### src/tfsa_pkg.sv
// shared types and constants of the triangle fan/strip assembler
package tfsa_pkg;

   // width of a coordinate field on the channels
   localparam int FIELD_WIDTH = 32;
   // default coordinate width kept inside the block
   localparam int COORD_WIDTH_DEFAULT = 32;
   // depth of the queue between front and back, power of two
   localparam int QUEUE_DEPTH = 2;
   // most vertices one item can emit
   localparam int MAX_VERTS = 3;

   typedef enum logic {
      CMD_BEGIN  = 1'b0,
      CMD_VERTEX = 1'b1
   } cmd_type;

   typedef enum logic [1:0] {
      KIND_LIST  = 2'd0,
      KIND_STRIP = 2'd1,
      KIND_FAN   = 2'd2,
      KIND_OTHER = 2'd3
   } kind_type;

   typedef struct packed {
      logic [FIELD_WIDTH-1:0] x;
      logic [FIELD_WIDTH-1:0] y;
   } vertex_type;

   // one queued job: vertex count (1 or 3) and the vertices in emit order
   typedef struct packed {
      logic [1:0]                 count;
      vertex_type [MAX_VERTS-1:0] vtx;
   } job_type;

   typedef struct packed {
      logic full;
      logic empty;
   } q_status_type;

endpackage

### src/tfsa_if.sv
// channel interfaces of the triangle fan/strip assembler

interface tfsa_req_if;
   logic                                valid;
   logic                                ready;
   logic                                command;
   logic [1:0]                          prim_kind;
   logic signed [tfsa_pkg::FIELD_WIDTH-1:0] x_coord;
   logic signed [tfsa_pkg::FIELD_WIDTH-1:0] y_coord;

   modport source (output valid, command, prim_kind, x_coord, y_coord, input ready);
   modport sink   (input valid, command, prim_kind, x_coord, y_coord, output ready);
endinterface

interface tfsa_rsp_if;
   logic                                valid;
   logic                                ready;
   logic signed [tfsa_pkg::FIELD_WIDTH-1:0] out_x;
   logic signed [tfsa_pkg::FIELD_WIDTH-1:0] out_y;
   logic                                run_last;

   modport source (output valid, out_x, out_y, run_last, input ready);
   modport sink   (input valid, out_x, out_y, run_last, output ready);
endinterface

### src/triangle_fan_strip_assembler.sv
// top level of the triangle fan/strip primitive assembler
//
//   channel    dir   payload                               role
//   req_chan   in    command, prim_kind, x_coord, y_coord  begin / vertex items
//   rsp_chan   out   out_x, out_y, run_last                triangle vertices
//
// The output delivers one vertex per cycle while rsp_chan.ready is high; an item
// emits 0, 1 or 3 vertices, so a fan or strip vertex in steady state emits a
// whole triangle. Begin items and silent vertices emit nothing.
// Reset clears primitive state to kind other, count zero, coordinates zero.
// A stalled output fills the two-entry job queue, then drops req_chan.ready.
module triangle_fan_strip_assembler #(
   parameter int COORD_WIDTH = tfsa_pkg::COORD_WIDTH_DEFAULT,
   parameter int QUEUE_DEPTH = tfsa_pkg::QUEUE_DEPTH
) (
   input logic         clock,
   input logic         reset,
   tfsa_req_if.sink    req_chan,
   tfsa_rsp_if.source  rsp_chan
);

   tfsa_pkg::job_type      push_job, head_job;
   tfsa_pkg::q_status_type q_status;
   logic                   push, pop;

   tfsa_front #(.COORD_WIDTH(COORD_WIDTH)) u_front (
      .clock    (clock),
      .reset    (reset),
      .req_chan (req_chan),
      .q_status (q_status),
      .push     (push),
      .job      (push_job)
   );

   tfsa_queue #(.DEPTH(QUEUE_DEPTH)) u_queue (
      .clock    (clock),
      .reset    (reset),
      .push     (push),
      .push_job (push_job),
      .pop      (pop),
      .head_job (head_job),
      .status   (q_status)
   );

   tfsa_back u_back (
      .clock    (clock),
      .reset    (reset),
      .head_job (head_job),
      .q_status (q_status),
      .pop      (pop),
      .rsp_chan (rsp_chan)
   );

   // no job written into a full queue
   assert property (@(posedge clock) disable iff (reset) push |-> !q_status.full)
      else $error("job pushed into full queue");

   // no job taken from an empty queue
   assert property (@(posedge clock) disable iff (reset) pop |-> !q_status.empty)
      else $error("job popped from empty queue");

   // queued jobs only ever hold one or three vertices
   assert property (@(posedge clock) disable iff (reset)
                    push |-> (push_job.count == 2'd1 || push_job.count == 2'd3))
      else $error("job with bad vertex count");

   // a begin item never produces a job
   assert property (@(posedge clock) disable iff (reset)
                    (req_chan.valid && req_chan.ready &&
                     req_chan.command == tfsa_pkg::CMD_BEGIN) |-> !push)
      else $error("begin item produced a job");

endmodule

### src/tfsa_front.sv
// front end: accepts items, tracks primitive state, builds emit jobs
module tfsa_front #(
   parameter int COORD_WIDTH = tfsa_pkg::COORD_WIDTH_DEFAULT
) (
   input  logic                   clock,
   input  logic                   reset,
   tfsa_req_if.sink               req_chan,
   input  tfsa_pkg::q_status_type q_status,
   output logic                   push,
   output tfsa_pkg::job_type      job
);

   // coordinates are kept at the narrower of the parameter and the field
   localparam int StoreW = (COORD_WIDTH < tfsa_pkg::FIELD_WIDTH) ?
                           COORD_WIDTH : tfsa_pkg::FIELD_WIDTH;

   tfsa_pkg::kind_type kind_ff, kind_in;
   logic [1:0]         count_ff, count_in;
   logic [StoreW-1:0]  anchor_x_ff, anchor_x_in, anchor_y_ff, anchor_y_in;
   logic [StoreW-1:0]  prev_x_ff, prev_x_in, prev_y_ff, prev_y_in;
   logic [StoreW-1:0]  vx, vy;
   logic               accept;

   tfsa_pkg::vertex_type cur_v, anchor_v, prev_v;

   assign req_chan.ready = !q_status.full;
   assign accept         = req_chan.valid && req_chan.ready;

   assign vx = req_chan.x_coord[StoreW-1:0];
   assign vy = req_chan.y_coord[StoreW-1:0];

   assign cur_v.x    = tfsa_pkg::FIELD_WIDTH'(vx);
   assign cur_v.y    = tfsa_pkg::FIELD_WIDTH'(vy);
   assign anchor_v.x = tfsa_pkg::FIELD_WIDTH'(anchor_x_ff);
   assign anchor_v.y = tfsa_pkg::FIELD_WIDTH'(anchor_y_ff);
   assign prev_v.x   = tfsa_pkg::FIELD_WIDTH'(prev_x_ff);
   assign prev_v.y   = tfsa_pkg::FIELD_WIDTH'(prev_y_ff);

   // classify the item and work out the next state and the job
   always_comb begin
      kind_in     = kind_ff;
      count_in    = count_ff;
      anchor_x_in = anchor_x_ff;
      anchor_y_in = anchor_y_ff;
      prev_x_in   = prev_x_ff;
      prev_y_in   = prev_y_ff;
      job.count   = 2'd0;
      job.vtx[0]  = cur_v;
      job.vtx[1]  = cur_v;
      job.vtx[2]  = cur_v;
      if (req_chan.command == tfsa_pkg::CMD_BEGIN) begin
         kind_in  = tfsa_pkg::kind_type'(req_chan.prim_kind);
         count_in = 2'd0;
      end else begin
         case (kind_ff)
            tfsa_pkg::KIND_LIST: begin
               job.count = 2'd1;
            end
            tfsa_pkg::KIND_FAN: begin
               case (count_ff)
                  2'd0: begin
                     anchor_x_in = vx;
                     anchor_y_in = vy;
                  end
                  2'd1: begin
                     prev_x_in = vx;
                     prev_y_in = vy;
                  end
                  default: begin
                     job.count  = 2'd3;
                     job.vtx[0] = anchor_v;
                     job.vtx[1] = prev_v;
                     prev_x_in  = vx;
                     prev_y_in  = vy;
                  end
               endcase
            end
            tfsa_pkg::KIND_STRIP: begin
               case (count_ff)
                  2'd0: begin
                     job.count = 2'd1;
                  end
                  2'd1: begin
                     job.count   = 2'd1;
                     anchor_x_in = vx;
                     anchor_y_in = vy;
                  end
                  2'd2: begin
                     job.count = 2'd1;
                     prev_x_in = vx;
                     prev_y_in = vy;
                  end
                  default: begin
                     job.count   = 2'd3;
                     job.vtx[0]  = anchor_v;
                     job.vtx[1]  = prev_v;
                     anchor_x_in = prev_x_ff;
                     anchor_y_in = prev_y_ff;
                     prev_x_in   = vx;
                     prev_y_in   = vy;
                  end
               endcase
            end
            default: begin
               job.count = 2'd0;
            end
         endcase
         // vertex count saturates at three
         if (count_ff != 2'd3) begin
            count_in = count_ff + 2'd1;
         end
      end
   end

   assign push = accept && (job.count != 2'd0);

   // primitive state registers
   always_ff @(posedge clock) begin
      if (reset) begin
         kind_ff     <= tfsa_pkg::KIND_OTHER;
         count_ff    <= 2'd0;
         anchor_x_ff <= '0;
         anchor_y_ff <= '0;
         prev_x_ff   <= '0;
         prev_y_ff   <= '0;
      end else if (accept) begin
         kind_ff     <= kind_in;
         count_ff    <= count_in;
         anchor_x_ff <= anchor_x_in;
         anchor_y_ff <= anchor_y_in;
         prev_x_ff   <= prev_x_in;
         prev_y_ff   <= prev_y_in;
      end
   end

endmodule

### src/tfsa_queue.sv
// short job queue between the front end and the back end
module tfsa_queue #(
   parameter int DEPTH = tfsa_pkg::QUEUE_DEPTH
) (
   input  logic                   clock,
   input  logic                   reset,
   input  logic                   push,
   input  tfsa_pkg::job_type      push_job,
   input  logic                   pop,
   output tfsa_pkg::job_type      head_job,
   output tfsa_pkg::q_status_type status
);

   localparam int PtrW  = (DEPTH > 1) ? $clog2(DEPTH) : 1;
   localparam int FillW = $clog2(DEPTH + 1);

   tfsa_pkg::job_type entries_ff [DEPTH];
   logic [PtrW-1:0]   wr_ptr_ff, wr_ptr_in, rd_ptr_ff, rd_ptr_in;
   logic [FillW-1:0]  fill_ff, fill_in;

   assign status.full  = (fill_ff == FillW'(DEPTH));
   assign status.empty = (fill_ff == '0);
   assign head_job     = entries_ff[rd_ptr_ff];

   // pointer and fill update
   always_comb begin
      wr_ptr_in = push ? PtrW'(wr_ptr_ff + 1'b1) : wr_ptr_ff;
      rd_ptr_in = pop  ? PtrW'(rd_ptr_ff + 1'b1) : rd_ptr_ff;
      fill_in   = fill_ff;
      if (push && !pop) begin
         fill_in = FillW'(fill_ff + 1'b1);
      end else if (pop && !push) begin
         fill_in = FillW'(fill_ff - 1'b1);
      end
   end

   always_ff @(posedge clock) begin
      if (reset) begin
         wr_ptr_ff <= '0;
         rd_ptr_ff <= '0;
         fill_ff   <= '0;
      end else begin
         wr_ptr_ff <= wr_ptr_in;
         rd_ptr_ff <= rd_ptr_in;
         fill_ff   <= fill_in;
      end
   end

   // job storage
   always_ff @(posedge clock) begin
      if (push) begin
         entries_ff[wr_ptr_ff] <= push_job;
      end
   end

endmodule

### src/tfsa_back.sv
// back end: output register gets queued jobs one vertex per cycle unless stalled
module tfsa_back (
   input  logic                   clock,
   input  logic                   reset,
   input  tfsa_pkg::job_type      head_job,
   input  tfsa_pkg::q_status_type q_status,
   output logic                   pop,
   tfsa_rsp_if.source             rsp_chan
);

   tfsa_pkg::job_type          job_ff;
   logic [1:0]                 idx_ff, idx_in;
   logic                       busy_ff, busy_in;
   logic                       valid_ff;
   tfsa_pkg::vertex_type       out_v_ff;
   logic                       last_ff;
   logic                       advance, last_vtx;

   assign advance  = !valid_ff || rsp_chan.ready;
   assign last_vtx = (idx_ff == 2'(job_ff.count - 2'd1));

   // take the next job when idle or when the current one hands out its last vertex
   assign pop = !q_status.empty && (!busy_ff || (advance && last_vtx));

   always_comb begin
      idx_in  = idx_ff;
      busy_in = busy_ff;
      if (busy_ff && advance) begin
         idx_in = idx_ff + 2'd1;
         if (last_vtx) begin
            busy_in = 1'b0;
         end
      end
      if (pop) begin
         idx_in  = 2'd0;
         busy_in = 1'b1;
      end
   end

   // job sequencing control
   always_ff @(posedge clock) begin
      if (reset) begin
         busy_ff  <= 1'b0;
         idx_ff   <= 2'd0;
         valid_ff <= 1'b0;
      end else begin
         busy_ff <= busy_in;
         idx_ff  <= idx_in;
         if (advance) begin
            valid_ff <= busy_ff;
         end
      end
   end

   // job and output payload
   always_ff @(posedge clock) begin
      if (pop) begin
         job_ff <= head_job;
      end
      if (advance && busy_ff) begin
         out_v_ff <= job_ff.vtx[idx_ff];
         last_ff  <= last_vtx;
      end
   end

   assign rsp_chan.valid    = valid_ff;
   assign rsp_chan.out_x    = out_v_ff.x;
   assign rsp_chan.out_y    = out_v_ff.y;
   assign rsp_chan.run_last = last_ff;

endmodule
### src/flat_wrapper.sv
// flat-port wrapper written by rule: the top's interface ports become plain ports
module triangle_fan_strip_assembler_flat 
#(
   parameter int COORD_WIDTH = tfsa_pkg::COORD_WIDTH_DEFAULT,
   parameter int QUEUE_DEPTH = tfsa_pkg::QUEUE_DEPTH
)
  (clock, reset, req_chan_valid, req_chan_command, req_chan_prim_kind, req_chan_x_coord, req_chan_y_coord, req_chan_ready, rsp_chan_valid, rsp_chan_out_x, rsp_chan_out_y, rsp_chan_run_last, rsp_chan_ready);
  tfsa_req_if req_chan_i ();
  tfsa_rsp_if rsp_chan_i ();
  input logic clock;
  input logic reset;
  input wire logic [$bits(req_chan_i.valid)-1:0] req_chan_valid;
  input wire logic [$bits(req_chan_i.command)-1:0] req_chan_command;
  input wire logic [$bits(req_chan_i.prim_kind)-1:0] req_chan_prim_kind;
  input wire logic [$bits(req_chan_i.x_coord)-1:0] req_chan_x_coord;
  input wire logic [$bits(req_chan_i.y_coord)-1:0] req_chan_y_coord;
  output wire logic [$bits(req_chan_i.ready)-1:0] req_chan_ready;
  output wire logic [$bits(rsp_chan_i.valid)-1:0] rsp_chan_valid;
  output wire logic [$bits(rsp_chan_i.out_x)-1:0] rsp_chan_out_x;
  output wire logic [$bits(rsp_chan_i.out_y)-1:0] rsp_chan_out_y;
  output wire logic [$bits(rsp_chan_i.run_last)-1:0] rsp_chan_run_last;
  input wire logic [$bits(rsp_chan_i.ready)-1:0] rsp_chan_ready;
  assign req_chan_i.valid = req_chan_valid;
  assign req_chan_i.command = req_chan_command;
  assign req_chan_i.prim_kind = req_chan_prim_kind;
  assign req_chan_i.x_coord = req_chan_x_coord;
  assign req_chan_i.y_coord = req_chan_y_coord;
  assign req_chan_ready = req_chan_i.ready;
  assign rsp_chan_valid = rsp_chan_i.valid;
  assign rsp_chan_out_x = rsp_chan_i.out_x;
  assign rsp_chan_out_y = rsp_chan_i.out_y;
  assign rsp_chan_run_last = rsp_chan_i.run_last;
  assign rsp_chan_i.ready = rsp_chan_ready;
  triangle_fan_strip_assembler #(.COORD_WIDTH(COORD_WIDTH), .QUEUE_DEPTH(QUEUE_DEPTH)) u_core (.clock(clock), .reset(reset), .req_chan(req_chan_i), .rsp_chan(rsp_chan_i));
endmodule
### config.mk
export PLATFORM = sky130hd
export DESIGN_NAME = triangle_fan_strip_assembler_flat
export DESIGN_NICKNAME = d
export VERILOG_FILES = /design/src/tfsa_pkg.sv /design/src/tfsa_if.sv /design/src/triangle_fan_strip_assembler.sv /design/src/tfsa_front.sv /design/src/tfsa_queue.sv /design/src/tfsa_back.sv /design/src/flat_wrapper.sv
export SDC_FILE = /design/constraint.sdc
export NUM_CORES = 1
export LEC_CHECK = 0
export BUFFER_PORTS_ARGS = -buffer_cell sky130_fd_sc_hd__buf_2
export CORE_UTILIZATION = 30
export CTS_BUF_LIST = sky130_fd_sc_hd__clkbuf_4
export DETAILED_ROUTE_END_ITERATION = 8
export PLACE_DENSITY = 0.57
export SYNTH_ARGS = -nofsm -noshare
export SYNTH_HDL_FRONTEND = slang
export SYNTH_SLANG_ARGS = --single-unit
### constraint.sdc
create_clock -name clock -period 63.6 [get_ports clock]
set_input_delay 3.18 -clock clock [delete_from_list [all_inputs] [get_ports clock]]
set_output_delay 3.18 -clock clock [all_outputs]
set_load 0.1 [all_outputs]
==> results.sh, run 1 <==
export IMPL_status="finished, final reports clean"
export IMPL_die_x_um=333
export IMPL_num_rows=121
export IMPL_slowest_delay_ns=0.44
export IMPL_fp_dieH_um=333
export IMPL_synth_edf_count=647
export IMPL_firstDrtPassIters=5
export IMPL_via_per_inst=4.79
export IMPL_cp_end_kind="primary output"
export IMPL_hold_viol=0
export IMPL_path_buf_inv=2
export IMPL_cts_tree="yes"
export IMPL_criticalPathCategory="flip-flop to primary output"
export IMPL_synth_seq_cells=787
export IMPL_crit_chain="nor2b_2, inv_2, buf_2"
export IMPL_hold_buffers=0
export IMPL_netlist_instances=2465
export IMPL_met3_usage=0.0410
export IMPL_seqCellArea_um2=22200
export IMPL_critical_path_arrival_ns=2.05
export IMPL_synth_mux_area_frac=0.107
export IMPL_cts_buffer_depth=3
export IMPL_final_cell_area_um2=37800
export IMPL_yosysTopAreaCell="edfxtp_1"
export IMPL_hpwl_mm=41.2
export IMPL_crit_path_start_kind="flip-flop"
export IMPL_grt_pass1_vias=20600
export IMPL_postRouteAntennaNets=0
export IMPL_rr_worst_depth=8
export IMPL_clock_root_buffer="clkbuf_4"
export IMPL_crit_family="buffers and inverters"
export IMPL_synth_compound_area_share=0.105
export IMPL_finalWorstSetupSlack_ns=58.37
export IMPL_fin_crit_ns=5.23
export IMPL_p_per_area_nw_per_um2=39.4
export IMPL_drv_slew=0
export IMPL_grtUsageTotal=0.144
export IMPL_maxSlewHeadroom=0.237
export IMPL_multiInputGateArea_um2=9900
export IMPL_gp_routability_congestion=0.716
export IMPL_cp_depth=3
export IMPL_ir_worst_vdd_mv=0.0247
export IMPL_vias=20400
export IMPL_power_leakage_nw=12.8
export IMPL_ys_warnings_count=0
export IMPL_worstPathRequired_ns=60.42
export IMPL_ioPinCount=138
export IMPL_yosysMostFrequentCell="edfxtp_1"
export IMPL_drive_gt1_frac=0.283
export IMPL_avgSynthCellArea_um2=13.3
export IMPL_wl_mm=80.5
export IMPL_place_ws_ns=57.75
export IMPL_synth_xor_area_share=0.00107
export IMPL_mappedNetlistArea_um2=32800
export IMPL_synth_top_area_frac=0.592
export IMPL_use_met1=0.184
export IMPL_io_buffers=137
export IMPL_postCtsSetupBuffers=0
export IMPL_synthArstFlopShare=0
export IMPL_syn_num_nets=2545
export IMPL_seq_area_frac_synth=0.677
export IMPL_drt_iter0_drc=1453
export IMPL_ys_types=40
export IMPL_synth_simple_area_share=0.0815
export IMPL_gr_usage_met2=0.233
export IMPL_slowest_stage="buf_2"
export IMPL_clk_latency_ns=1.06
export IMPL_dpl_instance_area_um2=34800
export IMPL_top_usage_layer="met2"
export IMPL_coreArea_um2=109000
export IMPL_grt_max_degree=160
export IMPL_cts_resized_gates=0
export IMPL_synth_adder_area_share=0.00343
export IMPL_whs_path_depth=2
export IMPL_synth_area_leaders="edfxtp_1 59%, dfxtp_1 8.5%, mux2_2 6.7%"
export IMPL_grt_pass1_wl_mm=122
export IMPL_max_freq_mhz=191
export IMPL_path_max_fanout=6
export IMPL_die_area_um2=111000
export IMPL_worst_pin_slew_ns=1.14
export IMPL_gr_total_overflow=0
export IMPL_worstHoldPathType="flip-flop to flip-flop"
export IMPL_maxCapViolCount=0
export IMPL_rsz0062_at_grt="no"
export IMPL_cts_sinks=787
export IMPL_synth_common_cells="647 x edfxtp_1, 392 x nand2_1, 211 x o21ai_0"
export IMPL_finClkSkew_ns=0.0733
export IMPL_nets=2739
export IMPL_start_util=0.302
export IMPL_antenna_found_initial=16
export IMPL_areaGrowthSynthToFinish_pct=15.0
export IMPL_cts_inserted_buffers=208
export IMPL_n_fill_cell=10600
export IMPL_synth_top_family_by_area="multiplexers"
export IMPL_setup_viol=0
export IMPL_drc=0
export IMPL_post_drt_wl_per_cell_um=18.9
export IMPL_clk_pin_slew_ns=0.07
export IMPL_period_share=0.0822
export IMPL_finalSetupTns_ns=0
export IMPL_cts_max_level=4
export IMPL_ys_flop_type="edfxtp_1"
stage by stage:
stage               cells   util  power (mW)  hold WS, ns
detailed placement   3863  0.321        1.04        0.497
CTS                  4252  0.347        1.52        0.479
global placement     3863  0.321        1.04        0.490
floorplan            2465      -       0.946        0.467
finish               4259  0.348        1.49        0.494
global route         4258  0.348        1.56        0.504
worst register-to-register path, delay by kind of cell, from the launching register on:
family / cells / cell delay [ns]
flops: 1 / 0.45
simple gates: 2 / 0.58
compound gates: 2 / 0.45
fa+ha+maj: 1 / 0.79
buf+inv: 3 / 1.83
flip-flops by register name, summed over array words and instances, names as in the netlist, 2 cells and up:
register / cells
u_core.u_back.idx_ff: 2
u_core.u_back.job_ff: 194
u_core.u_back.rsp_chan.out_x: 32
u_core.u_back.rsp_chan.out_y: 32
u_core.u_front.anchor_x_ff: 32
u_core.u_front.anchor_y_ff: 32
u_core.u_front.count_ff: 2
u_core.u_front.kind_ff: 2
u_core.u_front.prev_x_ff: 32
u_core.u_front.prev_y_ff: 32
u_core.u_queue.entries_ff: 388
u_core.u_queue.fill_ff: 2
cell families after synthesis:
group	after synthesis
compound gates	527
flops	787
buf+inv	185
fa+ha+maj	9
simple gates	626
xor+xnor	4
mux	327
cell type report:
class / count / area share
multi-input cells: 1493 / 0.262
clock buffers: 348 / 0.0692
flip-flops and latches: 787 / 0.589
well taps: 1414 / 0.0468
clock inverters: 41 / 0.00805
diodes: 7 / 0.000464
repair buffers: 160 / 0.0239
inverters: 9 / 0.000894
worst paths after layout:
check                             from  slack (ns)                                to
min reg2reg  u_core.u_back.job_ff[145]        0.49  u_core.u_back.rsp_chan.out_y[17]
max          u_core.u_queue.fill_ff[0]       58.37                    req_chan_ready
min          u_core.u_back.job_ff[145]        0.49  u_core.u_back.rsp_chan.out_y[17]
max reg2reg  u_core.u_front.kind_ff[0]       59.32     u_core.u_front.anchor_x_ff[0]
report_power, final:
group	total, mW	internal [mW]	switching, mW
clock network	0.471	0.263	0.209
registers	0.703	0.667	0.0354
logic	0.316	0.0758	0.240
cell usage in the layout (no fill, tap or decap), types with 66 or more instances in the layout:
cell        n
clkbuf_4  348
mux2_2    194
edfxtp_1  647
nand2b_1   66
mux2i_1   132
a21oi_1    67
nand2_1   391
nor2_1     75
nand3_1    67
dfxtp_1   137
o21ai_0   211
a22oi_1   129
buf_2     136
layer usage:
| layer | share of wire | vias to the layer above |
|---|---|---|
| li1 | - | 9723 |
| met1 | 0.44 | 9955 |
| met2 | 0.47 | 563 |
| met3 | 0.065 | 144 |
| met4 | 0.017 | 18 |
| met5 | 0.0013 | - |
Note: power is estimated with default switching activity, not from simulation.
==> run 2: changes to the inputs <==
Settings changed: ABC_AREA from default to 1.
Clock period 63.6 ns to 5.2 ns, I/O delays scaled along.
==> results.sh, run 2 <==
export IMPL_avgSynthCellArea_um2=11.3
export IMPL_drive_gt1_frac=0.218
export IMPL_fin_util=0.356
export IMPL_clock_root_buffer="clkbuf_4"
export IMPL_synth_compound_area_share=0.0944
export IMPL_status="finished, final reports clean"
export IMPL_synth_seq_cells=787
export IMPL_final_cells=4898
export IMPL_die_area_um2=113000
export IMPL_slowest_delay_ns=0.77
export IMPL_clk_latency_ns=1.07
export IMPL_total_power_mw=19.2
export IMPL_nets=3331
export IMPL_maxCapViolCount=0
export IMPL_maxSlewHeadroom=0.228
export IMPL_start_util=0.302
export IMPL_cts_tree="yes"
export IMPL_die_x_um=336
export IMPL_drv_slew=0
export IMPL_crit_family="buffers and inverters"
export IMPL_setup_viol=0
export IMPL_gp_routability_congestion=0.740
export IMPL_cts_inserted_buffers=201
export IMPL_seq_area_frac_synth=0.665
export IMPL_grt_max_degree=181
export IMPL_max_freq_mhz=263
export IMPL_cp_end_kind="flip-flop"
export IMPL_yosysMostFrequentCell="edfxtp_1"
export IMPL_worstPathRequired_ns=6.22
export IMPL_synthArstFlopShare=0
export IMPL_power_leakage_nw=14.1
export IMPL_regMostFlops="u_core.u_queue.entries_ff"
export IMPL_yosysTopAreaCell="edfxtp_1"
export IMPL_num_rows=122
export IMPL_crit_chain="inv_1, ha_4, buf_4, o21ai_1, nand3_2, buf_4, o21ai_1, nor2_1, dlygate4sd3_1"
export IMPL_firstDrtPassIters=5
export IMPL_postRouteAntennaNets=0
export IMPL_largest_registers="u_core.u_queue.entries_ff (388), u_core.u_back.job_ff (194)"
export IMPL_fin_crit_ns=3.80
export IMPL_synth_top_family_by_area="simple AND/OR/NAND/NOR gates"
export IMPL_p_sw_frac=0.351
export IMPL_final_cell_mix="647 x edfxtp_1, 573 x nor2_1, 392 x o21ai_0, 318 x clkbuf_4, 280 x nand2_1"
export IMPL_p_comb_frac=0.264
export IMPL_largest_reg_flops=388
export IMPL_netlist_instances=2958
export IMPL_worst_pin_slew_ns=1.16
export IMPL_cts_buffer_depth=3
export IMPL_cts_sinks=787
export IMPL_synth_mux_area_frac=0.0654
export IMPL_syn_num_nets=3038
export IMPL_io_buffers=137
export IMPL_drt_iter0_drc=1969
export IMPL_areaGrowthSynthToFinish_pct=17.6
export IMPL_fp_dieH_um=336
export IMPL_ir_worst_vdd_mv=0.527
export IMPL_hp_start="req_chan_y_coord[26]"
export IMPL_postCtsSetupBuffers=0
export IMPL_criticalPathCategory="flip-flop to flip-flop"
export IMPL_path_max_fanout=75
export IMPL_final_common_cell="edfxtp_1"
export IMPL_finClkSkew_ns=0.0837
export IMPL_post_drt_wl_per_cell_um=18.1
export IMPL_rsz0062_at_grt="no"
export IMPL_crit_path_start_kind="flip-flop"
export IMPL_via_per_inst=4.83
export IMPL_synth_area_leaders="edfxtp_1 58%, dfxtp_1 8.4%, mux2_2 6.5%"
export IMPL_critical_path_arrival_ns=4.82
export IMPL_cts_resized_gates=0
export IMPL_antenna_found_initial=10
export IMPL_power_share_clock=0.276
export IMPL_period_share=0.731
export IMPL_clk_pin_slew_ns=0.07
export IMPL_worstHoldPathType="primary input to flip-flop"
export IMPL_coreArea_um2=111000
export IMPL_reg2reg_from="u_core.u_front.kind_ff[1]"
export IMPL_grt_pass1_wl_mm=136
export IMPL_grtUsageTotal=0.156
export IMPL_path_buf_inv=4
export IMPL_synth_common_cells="647 x edfxtp_1, 575 x nor2_1, 392 x o21ai_0"
export IMPL_slowest_stage="ha_4"
export IMPL_vias=23700
export IMPL_ys_types=28
export IMPL_synth_adder_area_share=0.00337
export IMPL_hpwl_mm=48.4
export IMPL_ys_flop_type="edfxtp_1"
export IMPL_synth_top_area_frac=0.581
export IMPL_dp_cells=4412
export IMPL_grt_pass1_vias=23600
export IMPL_drc=0
export IMPL_p_seq_frac=0.459
export IMPL_synth_xor_area_share=0.000524
export IMPL_ioPinCount=138
export IMPL_gr_total_overflow=0
export IMPL_p_sw_mw=6.71
export IMPL_synth_edf_count=647
export IMPL_wl_mm=88.5
export IMPL_mappedNetlistArea_um2=33400
export IMPL_p_per_area_nw_per_um2=487
export IMPL_synth_simple_area_share=0.132
export IMPL_hold_buffers=124
export IMPL_ys_warnings_count=0
export IMPL_cts_max_level=4
export IMPL_crit_start="u_core.u_front.kind_ff[1]"
export IMPL_internal_power_mw=12.4
export IMPL_hold_viol=0
-- run 2: cell count changes after synthesis, sizes merged, moves of 57 or more --
cell	before	now
o21ai	260	454
nor2	75	587
nand3	69	134
a22oi	129	0
nand2	392	284
o22ai	0	128
mux2i	132	0
nand2b	67	0
inv	9	89
nand4	0	64
a211oi	65	0
a21oi	68	11
-- run 2: path summary, 6_finish.rpt --
path                            slack, ns                                 to  cells past startpoint
worst max register to register       1.40       u_core.u_front.prev_x_ff[28]                      9
worst min register to register       0.49           u_core.u_back.job_ff[29]                      1
worst max-delay path                 1.40       u_core.u_front.prev_x_ff[28]                      9
worst min-delay path                 0.12  u_core.u_queue.entries_ff[1][154]                      2
-- run 2: power groups by stage --
stage                     clock, mW  sequential [mW]  combinational (mW)
after floorplan                   0             10.1                2.47
after global placement            0             8.93                5.01
after detailed placement          0             8.94                5.05
after CTS                      5.48             8.81                5.16
after global routing           5.81             8.90                5.46
final                          5.29             8.80                5.06
-- run 2: final cells by class --
cell class                      count  area, um^2
Fill cell                       11000       71200
Sequential cell                   787       22200
Multi-Input combinational cell   1872        9930
Clock buffer                      318        2390
Timing Repair Buffer              299        2320
Tap cell                         1488        1860
Inverter                           90         357
Clock inverter                     40         216
Antenna cell                        4        10.0
-- run 2: layer usage --
metal	global-route usage	vias to the layer above	part of all wire
met4	0.0508	8	0.019
li1	-	11300	-
met2	0.249	771	0.46
met3	0.0439	142	0.073
met5	0	-	0.00054
met1	0.204	11400	0.45
-- run 2: cells by family after synthesis --
logic type,count (synthesis)
AND/OR/NAND/NOR,1071
flip-flops,787
AO/OA/AOI/OAI,596
buffers and inverters,299
multiplexers,194
adder cells (fa/ha/maj),9
XOR/XNOR,2
-- run 2: per-stage QoR --
step / hold WS [ns] / area, um^2 / setup WS (ns) / TNS (ns)
2_1_floorplan: 0.329 / 33400 / -1.63 / -628.71
6_report: 0.122 / 39300 / 1.40 / 0
3_5_place_dp: 0.484 / 35500 / 1.83 / 0
3_3_place_gp: 0.479 / 35500 / 1.86 / 0
5_1_grt: 0.0420 / 39300 / 1.20 / 0
4_1_cts: 0.00279 / 39300 / 1.45 / 0
